File: config.mk
export PLATFORM = sky130hd
export DESIGN_NAME = multi_key_press_classifier
export DESIGN_NICKNAME = d
export VERILOG_FILES = /design/src/hw/rtl/mkpc_pkg.sv /design/src/hw/rtl/mkpc_key_unit.sv /design/src/hw/rtl/multi_key_press_classifier.sv
export SDC_FILE = /design/constraint.sdc
export NUM_CORES = 1
export LEC_CHECK = 0
export ABC_AREA = 1
export BUFFER_PORTS_ARGS = -buffer_cell sky130_fd_sc_hd__buf_2
export CAP_MARGIN = 20
export CELL_PAD_IN_SITES_DETAIL_PLACEMENT = 2
export CELL_PAD_IN_SITES_GLOBAL_PLACEMENT = 2
export CORE_UTILIZATION = 42
export CTS_CLUSTER_DIAMETER = 100
export CTS_CLUSTER_SIZE = 25
export DETAILED_ROUTE_END_ITERATION = 8
export GPL_TIMING_DRIVEN = 0
export PLACE_DENSITY_LB_ADDON = 0.25
export SYNTH_ARGS = -nofsm -noshare
export SYNTH_HDL_FRONTEND = slang
export SYNTH_HIERARCHICAL = 1
export SYNTH_SLANG_ARGS = --single-unit
File: constraint.sdc
create_clock -name i_clk -period 5.2 [get_ports i_clk]
set_clock_uncertainty 0.15 [all_clocks]
set_input_delay 0.78 -clock i_clk [delete_from_list [all_inputs] [get_ports i_clk]]
set_output_delay 0.78 -clock i_clk [all_outputs]
set_load 0.05 [all_outputs]
File: src/hw/rtl/mkpc_pkg.sv
package mkpc_pkg;

    // Port and storage geometry
    localparam int MAX_PINS      = 16;
    localparam int MAX_KEYS      = 16;
    localparam int PIN_COUNT_DEF = 16;
    localparam int PIN_IDX_W     = 4;
    localparam int KEY_ID_W      = 4;
    localparam int HOLD_W        = 16;
    localparam int KIND_W        = 2;
    localparam int CFG_IDX_W     = 2;
    localparam int CFG_DATA_W    = 16;

    localparam logic [HOLD_W-1:0] HOLD_MAX     = '1;
    localparam logic [HOLD_W-1:0] LIMIT_RESET  = 16'd50;

    // Register indexes
    localparam logic [CFG_IDX_W-1:0] REG_KEY_MASK   = 2'd0;
    localparam logic [CFG_IDX_W-1:0] REG_LONG_TICKS = 2'd1;
    localparam logic [CFG_IDX_W-1:0] REG_EV_ENABLE  = 2'd2;

    // Event kinds
    localparam logic [KIND_W-1:0] EV_SHORT        = 2'd0;
    localparam logic [KIND_W-1:0] EV_LONG         = 2'd1;
    localparam logic [KIND_W-1:0] EV_LONGPRESSING = 2'd2;

    typedef enum logic [1:0] {
        ST_IDLE,
        ST_SCAN,
        ST_FLUSH
    } t_state;

    // Result of one key update step
    typedef struct packed {
        logic              down;
        logic [HOLD_W-1:0] count;
        logic              ev_valid;
        logic [KIND_W-1:0] kind;
    } t_key_upd;

endpackage

File: src/hw/rtl/mkpc_key_unit.sv
module mkpc_key_unit (
    input  logic                       i_pressed,
    input  logic                       i_down,
    input  logic [mkpc_pkg::HOLD_W-1:0] i_count,
    input  logic [mkpc_pkg::HOLD_W-1:0] i_limit,
    output mkpc_pkg::t_key_upd         o_upd
);

    logic [mkpc_pkg::HOLD_W-1:0] w_inc;

    // Saturating hold count increment
    assign w_inc = (i_count == mkpc_pkg::HOLD_MAX) ? i_count : i_count + 1'b1;

    // Classify one key against its stored state
    always_comb begin
        o_upd.ev_valid = 1'b0;
        o_upd.kind     = mkpc_pkg::EV_SHORT;
        priority if (i_pressed && !i_down) begin
            o_upd.down  = 1'b1;
            o_upd.count = '0;
        end else if (!i_pressed && i_down) begin
            o_upd.down     = 1'b0;
            o_upd.count    = i_count;
            o_upd.ev_valid = 1'b1;
            o_upd.kind     = (i_count < i_limit) ? mkpc_pkg::EV_SHORT : mkpc_pkg::EV_LONG;
        end else if (i_down) begin
            o_upd.down     = 1'b1;
            o_upd.count    = w_inc;
            o_upd.ev_valid = (w_inc > i_limit);
            o_upd.kind     = mkpc_pkg::EV_LONGPRESSING;
        end else begin
            // Key stays up: hold its state
            o_upd.down  = 1'b0;
            o_upd.count = i_count;
        end
    end

endmodule

File: src/hw/rtl/multi_key_press_classifier.sv
// Multi-key press classifier.
// Input channel (i_in_valid / o_in_stall / i_pin_levels): one word per scan
// tick with the 16 sampled pin levels, low meaning pressed. Pins set in
// key_mask are keys, numbered densely from the lowest pin up.
// Output channel (o_out_valid / i_out_stall / o_key_id, o_event_kind,
// o_last_event): zero or more event words per tick in ascending key order;
// o_last_event marks the final event of a tick.
// Configuration: write i_cfg_data to register i_cfg_index when i_cfg_we is
// high; 0 key_mask (clears all key state), 1 long_press_ticks, 2 event_enable.
// Sequencing: a sequencer walks the pins through one shared key update unit,
// one pin per cycle while the scan does not wait (see below). The scan state
// takes min(PIN_COUNT,16) pins, the flush state then sends the pending
// event, and the next word is taken back in the idle state. The first event
// of a tick goes through the pending slot and then the output register.
// o_in_stall is high while a tick is being worked on.
// A stalled receiver holds the output register; the scan waits only when a
// second event is found while both the output and the pending slot are full.
// Reset: all keys up, key_mask 0, long_press_ticks 50, events disabled.
module multi_key_press_classifier #(
    parameter int PIN_COUNT = mkpc_pkg::PIN_COUNT_DEF
) (
    input  logic                              i_clk,
    input  logic                              i_rst_n,
    input  logic                              i_in_valid,
    output logic                              o_in_stall,
    input  logic [mkpc_pkg::MAX_PINS-1:0]     i_pin_levels,
    output logic                              o_out_valid,
    input  logic                              i_out_stall,
    output logic [mkpc_pkg::KEY_ID_W-1:0]     o_key_id,
    output logic [mkpc_pkg::KIND_W-1:0]       o_event_kind,
    output logic                              o_last_event,
    input  logic                              i_cfg_we,
    input  logic [mkpc_pkg::CFG_IDX_W-1:0]    i_cfg_index,
    input  logic [mkpc_pkg::CFG_DATA_W-1:0]   i_cfg_data
);

    localparam int SCAN_PINS = (PIN_COUNT < mkpc_pkg::MAX_PINS) ? PIN_COUNT
                                                                 : mkpc_pkg::MAX_PINS;
    localparam logic [mkpc_pkg::PIN_IDX_W-1:0] LAST_PIN =
        mkpc_pkg::PIN_IDX_W'(SCAN_PINS - 1);

    mkpc_pkg::t_state r_state, n_state;

    logic [mkpc_pkg::MAX_PINS-1:0]  r_mask;
    logic [mkpc_pkg::HOLD_W-1:0]    r_limit;
    logic                           r_enable;

    logic [mkpc_pkg::MAX_PINS-1:0]  r_levels;
    logic [mkpc_pkg::PIN_IDX_W-1:0] r_pin;
    logic [mkpc_pkg::KEY_ID_W-1:0]  r_id;

    logic [mkpc_pkg::MAX_KEYS-1:0]  r_down;
    logic [mkpc_pkg::HOLD_W-1:0]    r_hold [mkpc_pkg::MAX_KEYS];

    logic                           r_pend_valid;
    logic [mkpc_pkg::KEY_ID_W-1:0]  r_pend_id;
    logic [mkpc_pkg::KIND_W-1:0]    r_pend_kind;

    logic                           r_out_valid;
    logic [mkpc_pkg::KEY_ID_W-1:0]  r_out_id;
    logic [mkpc_pkg::KIND_W-1:0]    r_out_kind;
    logic                           r_out_last;

    mkpc_pkg::t_key_upd             w_upd;
    logic                           w_accept;
    logic                           w_is_key;
    logic                           w_ev;
    logic                           w_out_free;
    logic                           w_advance;
    logic                           w_flush_out;
    logic                           w_load_out;
    logic                           w_last_pin;

    // Shared key update unit, fed with the key under the scan pointer
    mkpc_key_unit u_key_unit (
        .i_pressed (!r_levels[r_pin]),
        .i_down    (r_down[r_id]),
        .i_count   (r_hold[r_id]),
        .i_limit   (r_limit),
        .o_upd     (w_upd)
    );

    // Sequencer control
    always_comb begin
        w_accept    = i_in_valid && (r_state == mkpc_pkg::ST_IDLE);
        w_is_key    = r_mask[r_pin];
        w_ev        = w_is_key && r_enable && w_upd.ev_valid;
        w_out_free  = !r_out_valid || !i_out_stall;
        w_advance   = (r_state == mkpc_pkg::ST_SCAN) &&
                      !(w_ev && r_pend_valid && !w_out_free);
        w_flush_out = (r_state == mkpc_pkg::ST_FLUSH) && r_pend_valid && w_out_free;
        w_load_out  = (w_advance && w_ev && r_pend_valid) || w_flush_out;
        w_last_pin  = (r_pin == LAST_PIN);
    end

    // Next state
    always_comb begin
        n_state = r_state;
        unique case (r_state)
            mkpc_pkg::ST_IDLE: begin
                if (w_accept) n_state = mkpc_pkg::ST_SCAN;
            end
            mkpc_pkg::ST_SCAN: begin
                if (w_advance && w_last_pin) n_state = mkpc_pkg::ST_FLUSH;
            end
            mkpc_pkg::ST_FLUSH: begin
                if (!r_pend_valid || w_out_free) n_state = mkpc_pkg::ST_IDLE;
            end
            default: n_state = mkpc_pkg::ST_IDLE;
        endcase
    end

    always_ff @(posedge i_clk) begin
        if (!i_rst_n) begin
            r_state <= mkpc_pkg::ST_IDLE;
        end else begin
            r_state <= n_state;
        end
    end

    // Configuration registers and key down flags
    always_ff @(posedge i_clk) begin
        if (!i_rst_n) begin
            r_mask   <= '0;
            r_limit  <= mkpc_pkg::LIMIT_RESET;
            r_enable <= 1'b0;
            r_down   <= '0;
        end else begin
            if (w_advance && w_is_key) begin
                r_down[r_id] <= w_upd.down;
            end
            if (i_cfg_we) begin
                unique case (i_cfg_index)
                    mkpc_pkg::REG_KEY_MASK: begin
                        r_mask <= i_cfg_data;
                        r_down <= '0;
                    end
                    mkpc_pkg::REG_LONG_TICKS: r_limit  <= i_cfg_data;
                    mkpc_pkg::REG_EV_ENABLE:  r_enable <= i_cfg_data[0];
                    default: ;
                endcase
            end
        end
    end

    // Hold counts: only read while the key is down, and cleared on going down
    always_ff @(posedge i_clk) begin
        if (w_advance && w_is_key) begin
            r_hold[r_id] <= w_upd.count;
        end
    end

    // Scan pointers and captured word
    always_ff @(posedge i_clk) begin
        if (!i_rst_n) begin
            r_pin <= '0;
            r_id  <= '0;
        end else if (w_accept) begin
            r_pin <= '0;
            r_id  <= '0;
        end else if (w_advance) begin
            r_pin <= r_pin + 1'b1;
            if (w_is_key) r_id <= r_id + 1'b1;
        end
    end

    always_ff @(posedge i_clk) begin
        if (w_accept) r_levels <= i_pin_levels;
    end

    // Pending slot: hold the latest event until the next one or the flush
    always_ff @(posedge i_clk) begin
        if (!i_rst_n) begin
            r_pend_valid <= 1'b0;
        end else if (w_advance && w_ev) begin
            r_pend_valid <= 1'b1;
        end else if (w_flush_out) begin
            r_pend_valid <= 1'b0;
        end
    end

    always_ff @(posedge i_clk) begin
        if (w_advance && w_ev) begin
            r_pend_id   <= r_id;
            r_pend_kind <= w_upd.kind;
        end
    end

    // Output register: drop on take, load from the pending slot
    always_ff @(posedge i_clk) begin
        if (!i_rst_n) begin
            r_out_valid <= 1'b0;
        end else if (w_load_out) begin
            r_out_valid <= 1'b1;
        end else if (w_out_free) begin
            r_out_valid <= 1'b0;
        end
    end

    always_ff @(posedge i_clk) begin
        if (w_load_out) begin
            r_out_id   <= r_pend_id;
            r_out_kind <= r_pend_kind;
            r_out_last <= w_flush_out;
        end
    end

    assign o_in_stall   = (r_state != mkpc_pkg::ST_IDLE);
    assign o_out_valid  = r_out_valid;
    assign o_key_id     = r_out_id;
    assign o_event_kind = r_out_kind;
    assign o_last_event = r_out_last;

    // Checks
    a_idle_no_pend: assert property (@(posedge i_clk) disable iff (!i_rst_n)
        (r_state == mkpc_pkg::ST_IDLE) |-> !r_pend_valid)
        else $error("pending event left over in idle");

    a_accept_scan: assert property (@(posedge i_clk) disable iff (!i_rst_n)
        (i_in_valid && !o_in_stall) |=> (r_state == mkpc_pkg::ST_SCAN))
        else $error("accepted word did not start a scan");

    a_pend_order: assert property (@(posedge i_clk) disable iff (!i_rst_n)
        (r_state == mkpc_pkg::ST_SCAN && r_pend_valid) |-> (r_pend_id < r_id))
        else $error("pending key id not below scan key id");

    a_id_le_pin: assert property (@(posedge i_clk) disable iff (!i_rst_n)
        (r_state == mkpc_pkg::ST_SCAN) |-> (r_id <= r_pin))
        else $error("key id ahead of pin pointer");

endmodule
# Yosys cells after proc, flatten, opt, wreduce, memory -nomap -nowiden
# Memories as Yosys holds them, arrays and structs flattened. A register that Yosys moved wholly into a read port is not among the register bits.
# Cells that the tools add are included.
# totals
regBits	90
mem_bits_rw	256
inputBits	39
n_memories	1
# op_classes
addsub	3
order_cmp	5
eq_ne	9
mux	31
n_bitwise	1
n_reduce_logical	36
# memory_table
name	depth	width	read_ports	rd_clocked_by_memory_dff	wr	line	text
r_hold	16	16	1	1	1	multi_key_press_classifier.sv:53	logic [mkpc_pkg::HOLD_W-1:0] r_hold [mkpc_pkg::MAX_KEYS];
# op_table
op	n
2-to-1 mux 16 bit	4
2-to-1 mux 17 bit	2
2-to-1 mux 20 bit	1
adder 16 x 1 -> 16 bit (second input constant)	1
bitwise mux 16 bit	1
equality test 16 bit (second input constant)	1
greater-than comparator 16 bit	1
less-than comparator 16 bit	1
logical AND 1 bit	15
binary-select mux 1 bit (select 4 bit)	3
2-to-1 mux 1 bit	11
less-than comparator 4 x 5 -> 1 bit (second input constant)	2
adder 4 x 1 -> 4 bit (second input constant)	2
2-to-1 mux 4 bit	2
AND reduction 2 bit	4
logical NOT 1 bit	7
2-to-1 mux 2 bit	3
2-to-1 mux 3 bit	2
one-hot mux 2 bit (3 select lines)	1
nonzero test 2 bit	3
demux 1 bit (select 4 bit)	1
equality test 2 x 1 -> 1 bit (second input constant)	2
equality test 2 bit (second input constant)	2
equality test 4 bit (second input constant)	1
other kinds (8)	12

# Depth between registers and ports, before layout
# Gate-level depths: netlist (run 1).
# depth
depth_word	15
depth_mapped	36

# Hierarchy
# The synthesis (run 1) kept the hierarchy.
# modules_own_cells
module	instances	cells_per_inst	area_per_inst_um2	seq_area_each_um2
multi_key_press_classifier	1	1190	14184.9	9859.5
mkpc_key_unit	1	266	1465.2	0.0

# Least setup slack after synthesis (run 1)
# No wires, ideal clock.
# synth_timing
path_kind	reg2reg
from	reg with a tool-made name
to	mem r_hold[7][0] (netlist name) (enable)
setup_time_ns	0.364
t_arrival_ns	4.104
path_slack_ns	0.583
path_stages_with_launch	34
path_buffers	4
cell_sequence	dfxtp_1 > buf_2 > buf_4 > buf_2 > mux2i_1 > o211ai_1 > o211ai_1 > nand2_1 > ha_1 > nand3_4 > nor3_4 > inv_1 > nor2_1 > nand2_1 > and2_1 > ha_1 > inv_1 > o21bai_1 > nand2_1 > nand2_1 > nand2_1 > nand2_1 > nand2_1 > nand2_1 > nand2_1 > nand2_1 > nand2_1 > inv_1 > nand2_1 > nand3_2 > buf_6 > nor2_8 > nand2_2 > inv_1
# synth_rtl
item	line
end, declared	multi_key_press_classifier.sv:53

==> impl_metrics.ini, run 1 <==
[run_status]
status = finished with violations
violations = negative setup slack

[route]
vias = 12700
vias_per_cell = 6.11
ant_nets = 0
wire_per_inst_um = 32.0
drc_errors = 0
drt_iter0_drc = 1281
dr.pass1.iters = 5
postRouteWirelength_mm = 66.4

[clock_tree]
cts-buffers-inserted = 18
cts_tree = yes
htreeDepth = 1
clk_latency_ps = 560
clock_path_buffers = 3
cts.clk_slew.worst_paths_ps = 120
cts.sinks = 350
root_buffer = clkbuf_16

[global_routing]
overflow = 0
track_usage_pct = 30.6
grt_pass1_vias = 13300
grt_pass1_wl_mm = 86.0
antenna_found_initial = 1
grt_max_degree = 27

[die]
rows = 70
core_mm2 = 0.0366
dieArea_mm2 = 0.0380
die_y_um = 195
die_w_um = 195
initial_core_util_pct = 42.7
ios = 48

[yosys]
synth.largest_area_cell = edfxtp_1
synth.distinct_cells = 41
yosysTopAreaCellShare_pct = 54.7
ys_seq_area_share_pct = 63.0
ys_ff_latch = 350
synth_area_per_cell_um2 = 10.7
synth.area.top_cells = edfxtp_1, dfxtp_1, nand2_1
synth_fp_nets = 1532
yosysWarnings = 6
syn-instance-count = 1456
synth_area_mm2 = 0.0157

[sta]
fmax_mhz = 178
drv_slew = 0
fin_crit_ps = 5610
post-route-period-util_pct = 108
hold_violations = 0
maxSlewHeadroom_pct = 20.5
tightest_slew_ps = 1190
setup_viol = 295
tns_ps = -86130
timing.final.ws_setup_ps = -414

[pwr]
ir_drop_mv = 0.229
leakage_uw = 0.00689
power_density_mw_per_mm2 = 286

[setup_path]
cp_data_required_time_ps = 5310
rr_endpoint = r_hold[4][11]$_DFFE_PP_
crit_slowest_cell = o211ai_1
max_stage_delay_ps = 640
end_kind = register
crit_fanout = 10
reg2regPathDepth = 28
cp-start-kind = register
worstPathArrival_ps = 5730
path_class = reg -> reg
worst-r2r-setup-slack_ps = -410

[finish]
antenna_cells = 0
area_delta_synth_final_pct = 18.8
drive_above_1_share_pct = 20.4
num-nets-final = 1677
fin_util_pct = 50.8

[place]
routabilityCongestion = 0.821
hpwl_mm = 38.3
io_buffer_count = 46

[worst_hold_path]
min_path_cells = 1
min_from = i_pin_levels[8]
min_to = r_levels[8]$_DFFE_PP_
hold_path.class = in -> reg

[run]
max_cap_viol_count = 0
[logic make-up (layout without fill, tap and decap cells)]
family / Yosys count / in the layout / share of synthesized area [%]
xor gates and xnor gates: 8 / 8 / 0.448
AOI/OAI and AO/OA: 342 / 342 / 12.3
and+or+nand+nor: 393 / 394 / 10.6
muxes: 64 / 64 / 4.09
adders and majority gates: 37 / 37 / 2.96
DFF: 350 / 350 / 63.0
buffers and inverters: 262 / 411 / 6.56
[how the worst max path moves through the flow]
| stage | from | to | slack (ps) | depth (start not counted) |
|---|---|---|---|---|
| final | register | r_hold[4][11]$_DFFE_PP_ | -410 | 28 |
| after CTS | register | r_hold[3][3]$_DFFE_PP_ | -5 | 34 |
| after global routing | register | r_hold[4][11]$_DFFE_PP_ | -420 | 34 |
| after floorplan | register | r_hold[7][0]$_DFFE_PP_ | 580 | 33 |
| after detailed placement | register | r_hold[10][0]$_DFFE_PP_ | -1680 | 32 |
| after global placement | register | r_hold[11][15]$_DFFE_PP_ | -1300 | 33 |
[where the power goes]
part | switching (uW) | internal, uW
Combinational | 391 | 165
Clock | 1000 | 672
Sequential | 13.3 | 3080
[per-layer routing]
metal  GRT usage, %  wire length (um)  part of all wire (%)
met5              0                 0                     0
met4           12.0              3990                   6.0
met3           2.76              3930                   5.9
met2           56.6             33300                    50
met1           36.7             25200                    38
[cells in the mapped netlist]
library cell and number:
nand2_2 4, inv_1 193, a22oi_1 2, nand2_1 220, buf_1 8, nand3_4 2
xnor2_1 1, nor2_8 1, o22ai_1 1, clkinv_1 3, o21bai_1 2, nand3_2 1
o21ai_1 2, a32o_1 1, o21ai_0 137, buf_4 3, ha_1 37, buf_6 2
edfxtp_1 285, o21a_1 2, and2_1 1, nor2_4 4, mux2i_1 64, a21oi_1 122
nand4_1 3, xor2_1 7, o311ai_0 1, inv_2 2, o211ai_1 65, clkbuf_1 38
buf_2 13, nor2_1 98, nor3_4 1, a2111o_1 1, dfxtp_1 65, o21ai_2 3
a21boi_0 3, nor2_2 1, nand3_1 48, nand3b_1 2, nor3_1 7
[state kept, by name, summed over array words and instances (netlist names), 16 cells and up, named ones only]
| name | flops |
|---|---|
| r_levels | 16 |
| r_limit | 16 |
| r_hold | 256 |
| r_down | 16 |
| r_mask | 16 |
[worst max-delay path, delay by kind of cell, from the launching register on]
family / cells / cell delay [ps]
AOI/OAI and AO/OA: 4 / 1270
adders and majority gates: 1 / 380
buffers and inverters: 8 / 1120
DFF: 1 / 380
and+or+nand+nor: 15 / 1990
[cell type report]
class                      count  area (um2)
buffer                        63         433
clock buffer                  22         475
clock inverter                 3        41.3
fill                        3623       18000
inverter                     198         807
multi-input combinational    845        5290
sequential                   350        9860
tap                          468         586
timing repair buffer         125        1100
[cell usage in the layout, fill, tap and decap left out, types with 41 or more instances in the layout]
cell / netlist / routed
inv_1: 193 / 172
dfxtp_1: 65 / 64
nand3_1: 48 / 41
mux2i_1: 64 / 62
nand2_2: 4 / 41
nor2_1: 98 / 89
buf_4: 3 / 58
buf_2: 13 / 55
nand2_1: 220 / 170
a21oi_1: 122 / 113
o211ai_1: 65 / 65
edfxtp_1: 285 / 285
o21ai_0: 137 / 126
[stage by stage]
step / total power, uW / setup slack [ps] / area [um2] / hold slack, ps / instances
floorplan: 3400 / 583 / 15700 / 250 / 1456
global placement: 3540 / -1300 / 16500 / 266 / 1970
detailed placement: 3590 / -1680 / 16500 / 269 / 1976
CTS: 5180 / -4.89 / 17800 / 251 / 2030
global route: 5430 / -416 / 18600 / 255 / 2074
finish: 5320 / -414 / 18600 / 264 / 2074
[what timing repair did]
item	CTS	global route
gates cloned	1	2
hold buffers	0	0
resized for setup	99	132
buffers inserted	29	42
setup endpoints to repair	301	297
pin swaps	14	52
Note: power is estimated with default switching activity, not from simulation.
==> run 2, diff against run 1 <==
--- a/config.mk
+++ b/config.mk
@@ -14,7 +14,7 @@
 export CTS_CLUSTER_DIAMETER = 100
 export CTS_CLUSTER_SIZE = 25
 export DETAILED_ROUTE_END_ITERATION = 8
-export GPL_TIMING_DRIVEN = 0
+export GPL_TIMING_DRIVEN = 1
 export PLACE_DENSITY_LB_ADDON = 0.25
 export SYNTH_ARGS = -nofsm -noshare
 export SYNTH_HDL_FRONTEND = slang
==> impl_metrics.ini, run 2 (synthesis results as in run 1) <==
[clock_tree]
clock_path_buffers = 3
root_buffer = clkbuf_16
cts.sinks = 350
clk_latency_ps = 550
cts-buffers-inserted = 18
cts_tree = yes
cts.clk_slew.worst_paths_ps = 100
cts_hold_buf = 0
htreeDepth = 1

[setup_path]
worstPathArrival_ps = 5080
crit_slowest_cell = dfxtp_2
cp.buffers_inverters = 9
critPathTopFamily = simple AND/OR/NAND/NOR gates
cp_data_required_time_ps = 5320
worst-r2r-setup-slack_ps = 240
cp-start-kind = register
path_class = reg -> reg
crit_fanout = 23
cpMostUsedCell = nand2_1
max_stage_delay_ps = 410
end_kind = register

[run]
max_cap_viol_count = 0

[route]
dr.pass1.iters = 5
wire_per_inst_um = 25.1
top_layer = met4
ant_nets = 0
met2_length_mm = 26.2
drc_errors = 0
vias = 11300
vias_per_cell = 5.60
met1_length_mm = 20.8
wl_met3_mm = 1.97
drt_iter0_drc = 590
postRouteWirelength_mm = 50.5

[sta]
fmax_mhz = 202
fin_crit_ps = 4960
drv_slew = 0
hold_violations = 0
setup_viol = 0
maxSlewHeadroom_pct = 38.5
post-route-period-util_pct = 95.3
tightest_slew_ps = 920

[finish]
seqCellArea_mm2 = 0.00987
mostFrequentLayoutCell = edfxtp_1
layout_common_cells = edfxtp_1, nand2_1, inv_1, o21ai_0, a21oi_1
top_register = r_hold
antenna_cells = 0
drive_above_1_share_pct = 12.5
largest_register_ffs = 256
fin_cells = 2013
multiInputGateArea_mm2 = 0.00486
num-nets-final = 1609
fin_util_pct = 48.4
area_delta_synth_final_pct = 13.2
n_fill_cell = 3720

[pwr]
p_sw_uw = 1250
leakage_uw = 0.00664
pwr-share-comb_pct = 8.3
ir_drop_mv = 0.201
clkPwrFrac_pct = 32.3
power.internal_uw = 3960
p_seq_share_pct = 59.4
p_sw_share_pct = 24.0
power_density_mw_per_mm2 = 294

[global_routing]
grt_pass1_wl_mm = 75.5
grt_max_degree = 48
overflow = 0
antenna_found_initial = 1
grt_pass1_vias = 12500
track_usage_pct = 26.5

[die]
die_y_um = 195
core_mm2 = 0.0366
ios = 48
dieArea_mm2 = 0.0380
rows = 70
die_w_um = 195
initial_core_util_pct = 42.7

[place]
hpwl_mm = 34.0
dpl.cell_count = 1968
routabilityCongestion = 0.804
io_buffer_count = 47

[worst_hold_path]
hold_path.class = in -> reg

[run_status]
status = finished clean
-- run 2: layout make-up --
cell class | instances | area share (%)
Sequential cell | 350 | 55.7
Multi-Input combinational cell | 845 | 27.4
Timing Repair Buffer | 120 | 6.19
Inverter | 198 | 4.20
Tap cell | 468 | 3.30
Clock buffer | 28 | 2.88
Clock inverter | 4 | 0.318
-- run 2: per-stage QoR --
stage / cell area [um2] / hold slack, ps / power, uW / TNS (ps) / setup slack [ps]
final: 17700 / 252 / 5210 / 0 / 242
after global routing: 17700 / 241 / 5370 / -36.4 / -7.15
after CTS: 17500 / 232 / 5240 / 0 / 12.3
after detailed placement: 16900 / 268 / 3570 / -7630 / -63.4
after global placement: 16900 / 255 / 3540 / 0 / 134
after floorplan: 15700 / 250 / 3400 / 0 / 583
-- run 2: repair_timing --
action / 4_1_cts / 5_1_grt
setup endpoints to repair: 261 / 276
setup buffers: 4 / 2
resized for setup: 11 / 29
pin swaps: 1 / 3
gates cloned: 1 / 3
-- run 2: routing by layer --
metal / track usage [%] / vias up
met5: 0 / -
met4: 8.31 / 0
met3: 2.94 / 91
met2: 48.2 / 256
met1: 32.7 / 5742
li1: - / 5175
-- run 2: power groups by stage --
stage                     Sequential, uW  Combinational, uW  Clock (uW)
after global routing                3100                473        1800
after CTS                           3100                418        1720
after detailed placement            3160                411           0
after floorplan                     3150                245           0
final                               3090                430        1680
after global placement              3160                381           0
-- run 2: final timing paths --
kind | startpoint | to | depth (start not counted)
min | i_pin_levels[2] | r_levels[2]$_DFFE_PP_ | 1
max | register | r_hold[6][5]$_DFFE_PP_ | 29
min reg2reg | r_pend_id[1]$_DFFE_PP_ | o_key_id[1]$_DFFE_PP_ | 0
max reg2reg | register | r_hold[6][5]$_DFFE_PP_ | 29
-- run 2: worst register-to-register path: cells and delay by family, from the launching register on --
kind / cells / cell delay (ps)
and+or+nand+nor: 14 / 1480
buffers and inverters: 9 / 1480
AOI/OAI and AO/OA: 5 / 830
DFF: 1 / 410
adders and majority gates: 1 / 330
==> run 3, diff against run 2 <==
--- a/config.mk
+++ b/config.mk
@@ -10,7 +10,7 @@
 export CAP_MARGIN = 20
 export CELL_PAD_IN_SITES_DETAIL_PLACEMENT = 2
 export CELL_PAD_IN_SITES_GLOBAL_PLACEMENT = 2
-export CORE_UTILIZATION = 42
+export CORE_UTILIZATION = 40
 export CTS_CLUSTER_DIAMETER = 100
 export CTS_CLUSTER_SIZE = 25
 export DETAILED_ROUTE_END_ITERATION = 8
@@ -18,5 +18,4 @@
 export PLACE_DENSITY_LB_ADDON = 0.25
 export SYNTH_ARGS = -nofsm -noshare
 export SYNTH_HDL_FRONTEND = slang
-export SYNTH_HIERARCHICAL = 1
 export SYNTH_SLANG_ARGS = --single-unit
==> impl_metrics.ini, run 3 <==
[run_status]
status = finished clean

[global_routing]
antenna_found_initial = 1
grt_pass1_wl_mm = 82.4
track_usage_pct = 26.5
grt_max_degree = 68
overflow = 0
grt_pass1_vias = 13700

[pwr]
leakage_uw = 0.00711
ir_drop_mv = 0.200
power_density_mw_per_mm2 = 289

[clock_tree]
cts-buffers-inserted = 18
cts.sinks = 350
clock_path_buffers = 3
htreeDepth = 1
cts_tree = yes
root_buffer = clkbuf_16
clk_latency_ps = 560
cts.clk_slew.worst_paths_ps = 100
post_cts.repair.setup_buffers = 0
cts_hold_buf = 0

[place]
pre_cts_slack_ps = 22.1
io_buffer_count = 47
dpl-instance-area_mm2 = 0.0171
routabilityCongestion = 0.816
hpwl_mm = 37.8

[die]
ios = 48
rows = 73
core_mm2 = 0.0398
die_y_um = 203
dieArea_mm2 = 0.0412
initial_core_util_pct = 40.6
die_w_um = 203

[route]
drc_errors = 0
met1_length_mm = 22.4
vias_per_cell = 5.40
drt_iter0_drc = 687
postRouteWirelength_mm = 54.1
ant_nets = 0
wire_per_inst_um = 23.8
wl_met3_mm = 1.80
dr.pass1.iters = 5
vias = 12300
top_layer = met4
met2_length_mm = 27.9

[finish]
num-nets-final = 1820
drive_above_1_share_pct = 10.3
n_fill_cell = 4348
top_register = r_hold
mostFrequentLayoutCell = nand2_1
fin_util_pct = 44.6
design_area_mm2 = 0.0178
area_delta_synth_final_pct = 9.88
antenna_cells = 0
layout_common_cells = nand2_1, edfxtp_1, nor2_1, inv_1, nand3_1
largest_register_ffs = 256

[sta]
drv_slew = 0
hold_violations = 0
fin_crit_ps = 4860
timing.final.ws_setup_ps = 340
tightest_slew_ps = 821
maxSlewHeadroom_pct = 45.1
rsz0062_at_grt = false
fmax_mhz = 206
tns_ps = 0
post-route-period-util_pct = 93.5
setup_viol = 0
whs_ps = 242

[yosys]
synth_common_cells = nand2_1, edfxtp_1, nor2_1, inv_1, nand3_1
ys_seq_area_share_pct = 61.0
synth.distinct_cells = 35
synthArstFlopShare_pct = 0
yosysWarnings = 0
synthMostInstantiatedCell = nand2_1
synth-edff-count = 285
synth_area_mm2 = 0.0162
synth_area_per_cell_um2 = 9.56
synth_ff_type = edfxtp_1
synth.largest_area_cell = edfxtp_1
syn-instance-count = 1691
ys_ff_latch = 350
yosysTopAreaCellShare_pct = 53.0
synth_fp_nets = 1767
synth.area.top_cells = edfxtp_1, nand2_1, dfxtp_1

[setup_path]
crit_slowest_cell = dfxtp_4
worstPathArrival_ps = 4940
cp_data_required_time_ps = 5280
cp-start-kind = register
crit_fanout = 19
worst-r2r-setup-slack_ps = 340
path_class = reg -> reg
cpMostUsedCell = nand2_1
end_kind = register
max_stage_delay_ps = 490

[worst_hold_path]
hold_path.class = in -> reg

[run]
max_cap_viol_count = 0
## run 3: final timing paths
| check | cells past startpoint | endpoint | startpoint |
|---|---|---|---|
| worst max-delay path | 25 | r_hold[0][3]$_DFFE_PP_ | register |
| worst min-delay path | 1 | r_levels[13]$_DFFE_PP_ | i_pin_levels[13] |
| worst max register to register | 25 | r_hold[0][3]$_DFFE_PP_ | register |
| worst min register to register | 0 | o_key_id[2]$_DFFE_PP_ | r_pend_id[2]$_DFFE_PP_ |
## run 3: through the flow
stage / std cells / total power [uW]
5_1_grt: 2278 / 5300
6_report: 2278 / 5130
3_5_place_dp: 2247 / 3580
4_1_cts: 2276 / 5170
3_3_place_gp: 2246 / 3550
2_1_floorplan: 1691 / 3390
## run 3: logic make-up after synthesis
group           synth area share, %
simple gates                   22.6
flops                          61.0
buf+inv                        6.85
compound gates                 6.23
fa+ha+maj                      2.87
xor+xnor                      0.434
## run 3: metal layers
layer  vias to the layer above  GRT usage (%)
li1                       5712              -
met1                      6274           32.1
met2                       237           48.6
met3                        73           2.12
met4                         0           10.2
met5                         -              0
## run 3: layout make-up
type | instances | area (um2) | area share [%]
sequential | 350 | 9860 | 55.6
multi-input combinational | 1102 | 5250 | 29.6
timing repair buffer | 108 | 841 | 4.74
tap | 525 | 657 | 3.70
inverter | 164 | 621 | 3.50
clock buffer | 26 | 480 | 2.71
clock inverter | 3 | 43.8 | 0.247
## run 3: power by group
| part | internal, uW | switching, uW | total (uW) |
|---|---|---|---|
| sequential | 3080 | 10.8 | 3090 |
| clock | 669 | 944 | 1610 |
| combinational | 113 | 316 | 429 |
| total | 3860 | 1270 | 5130 |
## run 3: timing repair
item                       CTS  global route
gates resized for setup      1            15
gates cloned                 0             2
setup endpoints to repair  132           270
## run 3: critical path, delay by kind of cell, from the launching register on
kind | cells | cell delay, ps
AO/OA/AOI/OAI | 1 | 150
adder cells (fa/ha/maj) | 2 | 520
buffers and inverters | 5 | 970
flip-flops | 1 | 490
AND/OR/NAND/NOR | 17 | 2220
